==> src/sv/mgr_pkg.sv <==
// Shared types and constants for the multisample gamma resolve block.
package mgr_pkg;

    localparam int NUM_CH      = 3;
    localparam int SAMPLE_W    = 16;
    localparam int SUM_W       = 24;
    localparam int SPP_W       = 9;
    localparam int PIX_W       = 8;
    localparam int QUO_W       = SUM_W + 1;
    localparam int RAD_W       = 2 * PIX_W;
    localparam int SREM_W      = PIX_W + 1;
    localparam int STEP_W      = 5;
    localparam int QUEUE_DEPTH = 4;
    localparam int PTR_W       = 2;
    localparam int CNT_W       = PTR_W + 1;

    localparam logic [SPP_W-1:0] SPP_RESET = 9'd5;

    typedef logic [SUM_W-1:0] sum_t;

    typedef struct packed {
        sum_t [NUM_CH-1:0] sum;
        logic [SPP_W-1:0]  n;
    } job_t;

endpackage

==> src/sv/mgr_front.sv <==
// Front end: configuration register, per-pixel channel accumulation and job issue.
module mgr_front #(
    parameter int MAX_SAMPLES = 256
) (
    input  logic                          clk,
    input  logic                          rst_n,
    input  logic                          cfg_write,
    input  logic [mgr_pkg::SPP_W-1:0]     cfg_data,
    input  logic                          push,
    output logic                          full,
    input  logic [mgr_pkg::SAMPLE_W-1:0]  red_sample,
    input  logic [mgr_pkg::SAMPLE_W-1:0]  green_sample,
    input  logic [mgr_pkg::SAMPLE_W-1:0]  blue_sample,
    input  logic                          job_full,
    output logic                          job_push,
    output mgr_pkg::job_t                 job
);

    logic [mgr_pkg::SPP_W-1:0]                             spp_reg;
    logic [mgr_pkg::SPP_W-1:0]                             count_reg;
    logic [mgr_pkg::SPP_W-1:0]                             count_next;
    mgr_pkg::sum_t [mgr_pkg::NUM_CH-1:0]                   sum_reg;
    mgr_pkg::sum_t [mgr_pkg::NUM_CH-1:0]                   sum_next;
    mgr_pkg::sum_t [mgr_pkg::NUM_CH-1:0]                   sum_add;
    logic [mgr_pkg::NUM_CH-1:0][mgr_pkg::SAMPLE_W-1:0]     samples;
    logic [mgr_pkg::SUM_W:0]                               wide;
    logic [mgr_pkg::SPP_W:0]                               count_inc;
    logic [mgr_pkg::SPP_W-1:0]                             n_eff;
    logic                                                  accept;
    logic                                                  complete;

    always_comb
    begin
        samples[0] = red_sample;
        samples[1] = green_sample;
        samples[2] = blue_sample;

        if (spp_reg == '0)
        begin
            n_eff = mgr_pkg::SPP_W'(1);
        end
        else if (int'(spp_reg) > MAX_SAMPLES)
        begin
            n_eff = mgr_pkg::SPP_W'(MAX_SAMPLES);
        end
        else
        begin
            n_eff = spp_reg;
        end

        accept    = push && !job_full;
        count_inc = {1'b0, count_reg} + (mgr_pkg::SPP_W + 1)'(1);
        complete  = count_inc >= {1'b0, n_eff};

        wide = '0;
        for (int ch = 0; ch < mgr_pkg::NUM_CH; ch++)
        begin
            wide = {1'b0, sum_reg[ch]} + (mgr_pkg::SUM_W + 1)'(samples[ch]);
            sum_add[ch] = wide[mgr_pkg::SUM_W] ? '1 : wide[mgr_pkg::SUM_W-1:0];
        end

        sum_next   = sum_reg;
        count_next = count_reg;
        if (accept)
        begin
            if (complete)
            begin
                sum_next   = '0;
                count_next = '0;
            end
            else
            begin
                sum_next   = sum_add;
                count_next = count_inc[mgr_pkg::SPP_W-1:0];
            end
        end

        full     = job_full;
        job_push = accept && complete;
        job.sum  = sum_add;
        job.n    = n_eff;
    end

    always_ff @(posedge clk or negedge rst_n)
    begin
        if (!rst_n)
        begin
            spp_reg   <= mgr_pkg::SPP_RESET;
            count_reg <= '0;
            sum_reg   <= '0;
        end
        else
        begin
            if (cfg_write)
            begin
                spp_reg <= cfg_data;
            end
            count_reg <= count_next;
            sum_reg   <= sum_next;
        end
    end

endmodule

==> src/sv/mgr_queue.sv <==
// Short job queue between the accumulating front end and the resolving back end.
module mgr_queue (
    input  logic          clk,
    input  logic          rst_n,
    input  logic          push,
    input  mgr_pkg::job_t job_in,
    output logic          full,
    input  logic          pop,
    output mgr_pkg::job_t job_out,
    output logic          empty
);

    mgr_pkg::job_t                    entries [mgr_pkg::QUEUE_DEPTH];
    logic [mgr_pkg::PTR_W-1:0]        wr_ptr_reg;
    logic [mgr_pkg::PTR_W-1:0]        rd_ptr_reg;
    logic [mgr_pkg::CNT_W-1:0]        count_reg;
    logic                             do_push;
    logic                             do_pop;

    always_comb
    begin
        full    = count_reg == mgr_pkg::CNT_W'(mgr_pkg::QUEUE_DEPTH);
        empty   = count_reg == '0;
        do_push = push && !full;
        do_pop  = pop && !empty;
        job_out = entries[rd_ptr_reg];
    end

    always_ff @(posedge clk)
    begin
        if (do_push)
        begin
            entries[wr_ptr_reg] <= job_in;
        end
    end

    always_ff @(posedge clk or negedge rst_n)
    begin
        if (!rst_n)
        begin
            wr_ptr_reg <= '0;
            rd_ptr_reg <= '0;
            count_reg  <= '0;
        end
        else
        begin
            if (do_push)
            begin
                wr_ptr_reg <= wr_ptr_reg + mgr_pkg::PTR_W'(1);
            end
            if (do_pop)
            begin
                rd_ptr_reg <= rd_ptr_reg + mgr_pkg::PTR_W'(1);
            end
            if (do_push && !do_pop)
            begin
                count_reg <= count_reg + mgr_pkg::CNT_W'(1);
            end
            else if (do_pop && !do_push)
            begin
                count_reg <= count_reg - mgr_pkg::CNT_W'(1);
            end
        end
    end

endmodule

==> src/sv/mgr_back.sv <==
// Back end: bit-serial divide by the sample count, bit-serial square root and result register.
module mgr_back (
    input  logic                       clk,
    input  logic                       rst_n,
    input  logic                       job_empty,
    input  mgr_pkg::job_t              job,
    output logic                       job_pop,
    input  logic                       pop,
    output logic                       empty,
    output logic [mgr_pkg::PIX_W-1:0]  red_out,
    output logic [mgr_pkg::PIX_W-1:0]  green_out,
    output logic [mgr_pkg::PIX_W-1:0]  blue_out
);

    typedef enum logic [1:0] {
        ST_IDLE,
        ST_DIV,
        ST_SQRT,
        ST_WRITE
    } state_t;

    state_t                                              state_reg, state_next;
    logic [mgr_pkg::STEP_W-1:0]                          step_reg, step_next;
    logic [mgr_pkg::SPP_W-1:0]                           n_reg, n_next;
    logic [mgr_pkg::NUM_CH-1:0][mgr_pkg::QUO_W-1:0]      quo_reg, quo_next;
    logic [mgr_pkg::NUM_CH-1:0][mgr_pkg::SPP_W-1:0]      rem_reg, rem_next;
    logic [mgr_pkg::NUM_CH-1:0][mgr_pkg::RAD_W-1:0]      rad_reg, rad_next;
    logic [mgr_pkg::NUM_CH-1:0][mgr_pkg::SREM_W-1:0]     srem_reg, srem_next;
    logic [mgr_pkg::NUM_CH-1:0][mgr_pkg::PIX_W-1:0]      root_reg, root_next;
    logic [mgr_pkg::NUM_CH-1:0]                          sat_reg, sat_next;
    logic [mgr_pkg::NUM_CH-1:0][mgr_pkg::PIX_W-1:0]      out_reg, out_next;
    logic                                                out_valid_reg, out_valid_next;
    logic [mgr_pkg::SPP_W:0]                             div_trial;
    logic [mgr_pkg::SREM_W+1:0]                          sq_shift;
    logic [mgr_pkg::SREM_W+1:0]                          sq_trial;
    logic                                                qbit;
    logic [mgr_pkg::QUO_W-1:0]                           quo_new;

    always_comb
    begin
        state_next     = state_reg;
        step_next      = step_reg;
        n_next         = n_reg;
        quo_next       = quo_reg;
        rem_next       = rem_reg;
        rad_next       = rad_reg;
        srem_next      = srem_reg;
        root_next      = root_reg;
        sat_next       = sat_reg;
        out_next       = out_reg;
        out_valid_next = out_valid_reg;
        div_trial      = '0;
        sq_shift       = '0;
        sq_trial       = '0;
        qbit           = 1'b0;
        quo_new        = '0;
        job_pop        = 1'b0;

        if (pop && out_valid_reg)
        begin
            out_valid_next = 1'b0;
        end

        unique case (state_reg)
            ST_IDLE:
            begin
                if (!job_empty)
                begin
                    job_pop   = 1'b1;
                    n_next    = job.n;
                    rem_next  = '0;
                    step_next = mgr_pkg::STEP_W'(mgr_pkg::QUO_W - 1);
                    for (int ch = 0; ch < mgr_pkg::NUM_CH; ch++)
                    begin
                        quo_next[ch] = {job.sum[ch], 1'b0};
                    end
                    state_next = ST_DIV;
                end
            end

            ST_DIV:
            begin
                for (int ch = 0; ch < mgr_pkg::NUM_CH; ch++)
                begin
                    div_trial = {rem_reg[ch], quo_reg[ch][mgr_pkg::QUO_W-1]};
                    qbit      = div_trial >= {1'b0, n_reg};
                    if (qbit)
                    begin
                        rem_next[ch] = mgr_pkg::SPP_W'(div_trial - {1'b0, n_reg});
                    end
                    else
                    begin
                        rem_next[ch] = div_trial[mgr_pkg::SPP_W-1:0];
                    end
                    quo_new      = {quo_reg[ch][mgr_pkg::QUO_W-2:0], qbit};
                    quo_next[ch] = quo_new;
                    rad_next[ch] = quo_new[mgr_pkg::RAD_W-1:0];
                    sat_next[ch] = |quo_new[mgr_pkg::QUO_W-1:mgr_pkg::RAD_W];
                end
                srem_next = '0;
                root_next = '0;
                if (step_reg == '0)
                begin
                    step_next  = mgr_pkg::STEP_W'(mgr_pkg::PIX_W - 1);
                    state_next = ST_SQRT;
                end
                else
                begin
                    step_next = step_reg - mgr_pkg::STEP_W'(1);
                end
            end

            ST_SQRT:
            begin
                for (int ch = 0; ch < mgr_pkg::NUM_CH; ch++)
                begin
                    sq_shift = {srem_reg[ch], rad_reg[ch][mgr_pkg::RAD_W-1 -: 2]};
                    sq_trial = {1'b0, root_reg[ch], 2'b01};
                    if (sq_shift >= sq_trial)
                    begin
                        srem_next[ch] = mgr_pkg::SREM_W'(sq_shift - sq_trial);
                        root_next[ch] = {root_reg[ch][mgr_pkg::PIX_W-2:0], 1'b1};
                    end
                    else
                    begin
                        srem_next[ch] = sq_shift[mgr_pkg::SREM_W-1:0];
                        root_next[ch] = {root_reg[ch][mgr_pkg::PIX_W-2:0], 1'b0};
                    end
                    rad_next[ch] = {rad_reg[ch][mgr_pkg::RAD_W-3:0], 2'b00};
                end
                if (step_reg == '0)
                begin
                    state_next = ST_WRITE;
                end
                else
                begin
                    step_next = step_reg - mgr_pkg::STEP_W'(1);
                end
            end

            ST_WRITE:
            begin
                if (!out_valid_reg || pop)
                begin
                    out_valid_next = 1'b1;
                    for (int ch = 0; ch < mgr_pkg::NUM_CH; ch++)
                    begin
                        out_next[ch] = sat_reg[ch] ? '1 : root_reg[ch];
                    end
                    state_next = ST_IDLE;
                end
            end

            default:
            begin
                state_next = ST_IDLE;
            end
        endcase

        empty     = !out_valid_reg;
        red_out   = out_reg[0];
        green_out = out_reg[1];
        blue_out  = out_reg[2];
    end

    always_ff @(posedge clk or negedge rst_n)
    begin
        if (!rst_n)
        begin
            state_reg     <= ST_IDLE;
            step_reg      <= '0;
            n_reg         <= '0;
            quo_reg       <= '0;
            rem_reg       <= '0;
            rad_reg       <= '0;
            srem_reg      <= '0;
            root_reg      <= '0;
            sat_reg       <= '0;
            out_reg       <= '0;
            out_valid_reg <= 1'b0;
        end
        else
        begin
            state_reg     <= state_next;
            step_reg      <= step_next;
            n_reg         <= n_next;
            quo_reg       <= quo_next;
            rem_reg       <= rem_next;
            rad_reg       <= rad_next;
            srem_reg      <= srem_next;
            root_reg      <= root_next;
            sat_reg       <= sat_next;
            out_reg       <= out_next;
            out_valid_reg <= out_valid_next;
        end
    end

endmodule

==> src/sv/multisample_gamma_resolve_top.sv <==
// Top level of the multisample gamma resolve block.
// Samples are accepted one per cycle whenever full is low; each is added into the per-pixel
// channel sums, and the sample that reaches samples_per_pixel (0 read as 1, values above
// MAX_SAMPLES read as MAX_SAMPLES) issues a pixel job into a four-entry queue. The back end
// resolves one pixel at a time: it takes the job, runs the bit-serial divide of twice the sum
// by the sample count, then the bit-serial square root, and then loads the result register,
// with all three channels in parallel. Full rises only when the job queue holds four pixels,
// so the input stalls only when the back end falls behind the pixel jobs and the queue fills.
// Results wait in the output register, which holds the back end while it is occupied, and are
// removed by pop while empty is low.
module multisample_gamma_resolve_top #(
    parameter int MAX_SAMPLES = 256
) (
    input  logic                          clk,
    input  logic                          rst_n,
    input  logic                          cfg_write,
    input  logic [mgr_pkg::SPP_W-1:0]     cfg_data,
    input  logic                          push,
    output logic                          full,
    input  logic [mgr_pkg::SAMPLE_W-1:0]  red_sample,
    input  logic [mgr_pkg::SAMPLE_W-1:0]  green_sample,
    input  logic [mgr_pkg::SAMPLE_W-1:0]  blue_sample,
    output logic                          empty,
    input  logic                          pop,
    output logic [mgr_pkg::PIX_W-1:0]     red_out,
    output logic [mgr_pkg::PIX_W-1:0]     green_out,
    output logic [mgr_pkg::PIX_W-1:0]     blue_out
);

    mgr_pkg::job_t job_in;
    mgr_pkg::job_t job_out;
    logic          job_push;
    logic          job_full;
    logic          job_pop;
    logic          job_empty;

    mgr_front #(
        .MAX_SAMPLES (MAX_SAMPLES)
    ) u_front (
        .clk          (clk),
        .rst_n        (rst_n),
        .cfg_write    (cfg_write),
        .cfg_data     (cfg_data),
        .push         (push),
        .full         (full),
        .red_sample   (red_sample),
        .green_sample (green_sample),
        .blue_sample  (blue_sample),
        .job_full     (job_full),
        .job_push     (job_push),
        .job          (job_in)
    );

    mgr_queue u_queue (
        .clk     (clk),
        .rst_n   (rst_n),
        .push    (job_push),
        .job_in  (job_in),
        .full    (job_full),
        .pop     (job_pop),
        .job_out (job_out),
        .empty   (job_empty)
    );

    mgr_back u_back (
        .clk       (clk),
        .rst_n     (rst_n),
        .job_empty (job_empty),
        .job       (job_out),
        .job_pop   (job_pop),
        .pop       (pop),
        .empty     (empty),
        .red_out   (red_out),
        .green_out (green_out),
        .blue_out  (blue_out)
    );

endmodule

==> config.mk <==
export PLATFORM = sky130hd
export DESIGN_NAME = multisample_gamma_resolve_top
export DESIGN_NICKNAME = d
export VERILOG_FILES = /design/src/sv/mgr_pkg.sv /design/src/sv/mgr_front.sv /design/src/sv/mgr_queue.sv /design/src/sv/mgr_back.sv /design/src/sv/multisample_gamma_resolve_top.sv
export SDC_FILE = /design/constraint.sdc
export NUM_CORES = 1
export LEC_CHECK = 0
export BUFFER_PORTS_ARGS = -buffer_cell sky130_fd_sc_hd__clkbuf_2
export CORE_ASPECT_RATIO = 1.4
export CORE_MARGIN = 5
export CORE_UTILIZATION = 40
export CTS_CLUSTER_DIAMETER = 60
export DETAILED_ROUTE_END_ITERATION = 7
export SKIP_CTS_REPAIR_TIMING = 1
export SYNTH_ARGS = -nofsm -noshare
export SYNTH_HDL_FRONTEND = slang
export SYNTH_SLANG_ARGS = --single-unit
==> constraint.sdc <==
create_clock -name clk -period 7.2 [get_ports clk]
set_clock_uncertainty 0.15 [all_clocks]
set_input_delay 0.72 -clock clk [delete_from_list [all_inputs] [get_ports clk]]
set_output_delay 0.72 -clock clk [all_outputs]
set_load 0.005 [all_outputs]
### Word level (Yosys, flattened, before mapping)

Memory sizes are Yosys's and may differ from the RTL's.
Index checks and enable logic that the tools add are counted.
W data, S select, Z words.

* add/sub/neg operators: 15
* order comparisons: 8
* equal/unequal tests: 9
* mux-type cells: 44
* bitwise logic cells: 1
* reduce and logical (&&, ||, !) cells: 29

Operators by type and width (count)
* $pmux W75 S2: 1
* $pmux W27 S2: 2
* $pmux W48 S2: 1
* $mux W9: 9
* $add A24 B16 Y25: 3
* $mux W75: 1
* $mux W24: 3
* $mux W72: 1
* $sub A9 B9 Y9: 6
* $pmux W24 S2: 1
* $ge A10 B9 Y1: 4
* $ge A11 B10 Y1: 3
* $mux W27: 1
* $reduce_or A9 Y1: 3
* $mux W8: 3
* $mux W5: 3
* $pmux W5 S3: 1
* $add A9 B1 Y10 const B: 1
* $mux W1: 10
* $gt A9 B9 Y1 const B: 1
* $logic_not A9 Y1: 1
* $mux W2: 4
* $pmux W2 S4: 1
* $logic_and A1 B1 Y1: 7
* 21 further kinds: 35

* register bits: 342
* RAM bits: 324
* input port bits: 62
* output and inout port bits: 26
* word-level logic and storage cells: 138
* memories kept: 1

Memories
* u_queue.entries: depth 4, width 81, rd ports 1, clocked after Yosys merged registers in 0, wr ports 1, line mgr_queue.sv:13 `mgr_pkg::job_t entries [mgr_pkg::QUEUE_DEPTH];`

### Longest topological paths before layout

* word-level depth: 10
* depth in mapped cells: 18
* mapped depth without buffers: 17

### Hierarchy

Synthesis repeated with hierarchy kept, for this count alone.

* cell total of the unflattened synthesis: 2675
* area total of the unflattened synthesis: 32523.7 um^2

Modules (own cells, without submodules)
* mgr_back: instances 1, cells an instance 1343, area each 13023.7 um^2, sequential area each 6130.9 um^2
* mgr_queue: instances 1, cells an instance 459, area each 12111.6 um^2, sequential area each 9904.5 um^2
* mgr_front: instances 1, cells an instance 873, area each 7388.3 um^2, sequential area each 2254.7 um^2

### Least setup slack after synthesis

Ideal clock, no wire load.

* path type: register -> register
* from: register u_front.count_reg[0] (netlist name)
* to: memory u_queue.entries[0][0] (netlist name) (enable)
* setup time: 0.449 ns
* arrival: 4.161 ns
* required time: 6.601 ns
* setup slack: 2.441 ns
* cell stages (with the launch flop): 12
* buffers on the path: 2
* period minus slack after synthesis: 4.759 ns
* cell sequence: dfrtp_1 > ha_1 > nand3_1 > nor2_1 > nand3_1 > xnor2_1 > ha_1 > o221ai_1 > o21ai_1 > buf_2 > clkbuf_1 > and3_1

* longest elaborated chain between the ends: 6

RTL lines
* from (decl): line mgr_front.sv:20 `logic [mgr_pkg::SPP_W-1:0] count_reg;`
* from (signal assigned): line mgr_front.sv:98 `count_reg <= count_next;`
* $add A9 B1 Y10: line mgr_front.sv:52 `count_inc = {1'b0, count_reg} + (mgr_pkg::SPP_W + 1)'(1);`
* $ge A10 B9 Y1: line mgr_front.sv:53 `complete = count_inc >= {1'b0, n_eff};`
* $logic_and A1 B1 Y1: line mgr_front.sv:79 `job_push = accept && complete;`
* $logic_and A1 B1 Y1: line mgr_queue.sv:24 `do_push = push && !full;`
* $mux W1: line mgr_queue.sv:31 `if (do_push)`
* $mux W1 (not written as such): line mgr_queue.sv:33 `entries[wr_ptr_reg] <= job_in;`
* to (decl): line mgr_queue.sv:13

Every way passes these cells.

==> impl_metrics.toml <==
[setup_path]
setup.worst_path.end_class = "register"
worstReg2RegStart = "u_front.spp_reg[1]$_DFFE_PN0P_"
r2r_setup_slack_ns = 2.76
path_cells = "nor4_1 > a21oi_1 > nor2_1 > ha_1 > nand2b_1 > a2111oi_0 > o21a_1 > o21ai_2 > nand2_1 > inv_1 > ha_1 > inv_1 > fa_1 > mux2_2"
cp-endpoint = "u_queue.count_reg[1]$_DFFE_PN0P_"
crit_arrival_ns = 4.80
worst_r2r_endpoint = "u_queue.count_reg[1]$_DFFE_PN0P_"
crit_path_top_delay_cell = "nand2_1"
max_stage_delay_ns = 0.49
crit_start = "u_front.spp_reg[1]$_DFFE_PN0P_"
cp-start-kind = "register"
rr_worst_depth = 14
required_ns = 7.56
crit_type = "register to register"
path_max_fanout = 12

[power_and_ir_drop]
leakage_uw = 0.0143
power_density_nw_per_um2 = 472
vdd_ir_drop_max_mv = 0.325

[clock_network]
htreeDepth = 3
cts-root-buf = "clkbuf_16"
clkTransAtPathRegs_ns = 0.06
cts.sinks = 666
cts_tree = "yes"
cts_made_buffers = 70
cts_buffer_depth = 3
clock_latency_ns = 0.63

[layout]
largest_register_ffs = 324
drive_gt1_share_pct = 13.4
fin_area_sq_um = 36000
layout.area.seq_sq_um = 18300
mostFrequentLayoutCells = "dfrtp_1, edfxtp_1, nand2_1"
fill_cells = 7140
antenna_cells = 0
final_common_cell = "dfrtp_1"
syn_to_final_growth_pct = 11.8
multiInputGateArea_sq_um = 13100
nets = 2853

[yosys]
syn_nets = 2806
synth-async-reset-ratio_pct = 51.4
synth_ff_type = "dfrtp_1"
ys_warn_count = 0
ys_seq_area_share_pct = 56.8
syn_avg_cell_area_sq_um = 12.3
ys_types = 80
synth_edf_count = 324
syn_area_sq_um = 32200
synthCells = 2611
ys_seq_elements = 666

[timing]
worstMarginPinSlew_ns = 1.32
min_period_ns = 4.44
slew_violations = 0
grt_setup_unrepaired = "false"
finalHoldViolCount = 0
slew_headroom_pct = 11.7
max_freq_mhz = 225
finalCritPeriodShare_pct = 61.7
setup_tns_ns = 0
setup_viol = 0

[die]
start_util_pct = 40.1
rows = 123
pin_count = 88
core_sq_um = 80200
fp.dieH_microns = 346
die_x_microns = 250
dieArea_sq_um = 86300

[routing]
drtIter0Drc = 1254
num_vias = 20700
drt-total-wl_microns = 71600
wl_per_cell_microns = 19.0
post-route-drc-count = 0
final_antenna_net_count = 0
dr.pass1.iters = 5
vias_per_cell = 5.49

[worst_hold_path]
min_path_type = "input port to register"

[flow_run]
cap_violations = 0

[global_routing]
grt_pass1_wl_microns = 117000
antenna_found_initial = 0
grt.total_usage_pct = 16.5
grt_max_degree = 158
grt_pass1_vias = 21600
grt_overflow = 0

[place]
placed_area_sq_um = 33700
io_buffer_count = 87
gp_congestion = 0.870
dpl.hpwl_microns = 47600

[run_status]
outcome = "finished, final reports clean"
cells by family (layout without fill, tap and decap cells):
kind of cell,Yosys count,in the layout,synth area share [%]
AO/OA/AOI/OAI,644,644,13.0
AND/OR/NAND/NOR,594,594,8.44
multiplexers,253,253,11.1
adder cells (fa/ha/maj),133,133,5.33
buffers and inverters,231,335,2.83
XOR/XNOR,90,90,2.45
flip-flops,666,666,56.8
stage by stage:
stage                     utilization, %  total power, uW  hold WS [ns]  std cells  setup slack, ns
after floorplan                        -            11600         0.274       2611             2.44
after global placement              42.0            13300         0.326       3647             2.67
after detailed placement            42.0            13500         0.329       3647             2.61
after CTS                           44.9            17200       -0.0507       3776             2.73
after global routing                44.9            18300         0.167       3777             2.52
final                               44.9            17000         0.181       3777             2.76
where the power goes:
| part | switching [uW] | leakage (uW) | total (uW) | internal, uW |
|---|---|---|---|---|
| logic | 4300 | 0.00610 | 7390 | 3080 |
| clock network | 1570 | 0.00111 | 3600 | 2030 |
| registers | 723 | 0.00711 | 6000 | 5280 |
| total | 6600 | 0.0143 | 17000 | 10400 |
Yosys cell counts, types with 28 or more instances:
library cell | number | area (sq um)
xor2_1 | 42 | 368
mux2i_1 | 147 | 1470
xnor2_1 | 48 | 420
edfxtp_1 | 324 | 9730
mux4_2 | 81 | 1820
dfrtp_1 | 340 | 8510
nor2b_1 | 28 | 175
a22o_1 | 60 | 526
inv_1 | 93 | 349
nor2_1 | 168 | 631
o21ai_0 | 144 | 721
nand2_1 | 218 | 818
ha_1 | 126 | 1580
a21o_1 | 41 | 308
a21oi_1 | 161 | 806
clkbuf_1 | 93 | 349
nor3_1 | 41 | 205
nand3_1 | 32 | 160
worst min path at each step:
| stage | slack (ns) | to | cells past startpoint | from |
|---|---|---|---|---|
| 3_5_place_dp | 0.33 | u_back.quo_reg[24]$_DFFE_PN0P_ | 2 | u_back.quo_reg[24]$_DFFE_PN0P_ |
| 3_3_place_gp | 0.33 | u_back.quo_reg[24]$_DFFE_PN0P_ | 2 | u_back.quo_reg[24]$_DFFE_PN0P_ |
| 6_report | 0.18 | u_front.spp_reg[8]$_DFFE_PN0P_ | 3 | cfg_data[8] |
| 5_1_grt | 0.17 | u_front.spp_reg[5]$_DFFE_PN0P_ | 2 | cfg_data[5] |
| 2_1_floorplan | 0.27 | u_back.blue_out[0]$_DFFE_PN0P_ | 0 | rst_n |
| 4_1_cts | -0.05 | u_front.sum_reg[24]$_DFFE_PN0P_ | 1 | rst_n |
metal layers:
| metal | track usage (%) | part of all wire [%] |
|---|---|---|
| met1 | 19.9 | 41 |
| met2 | 30.2 | 53 |
| met3 | 2.25 | 3.9 |
| met4 | 5.70 | 2.6 |
| met5 | 0 | 0 |
area by class of cell:
class | instances | share of cell area (%)
clock buffers | 87 | 5.20
clock inverters | 42 | 1.17
inverters | 94 | 0.981
multi-input cells | 1714 | 36.3
flip-flops and latches | 666 | 50.9
well taps | 1062 | 3.69
repair buffers | 112 | 1.80
worst max-delay path, delay by kind of cell, from the launching register on:
kind / cells / cell delay [ns]
compound gates: 4 / 0.78
buf+inv: 2 / 0.49
fa+ha+maj: 3 / 1.03
mux: 1 / 0.27
simple gates: 4 / 1.21
flops: 1 / 0.39
No activity file was read; power rests on OpenSTA's default activity.
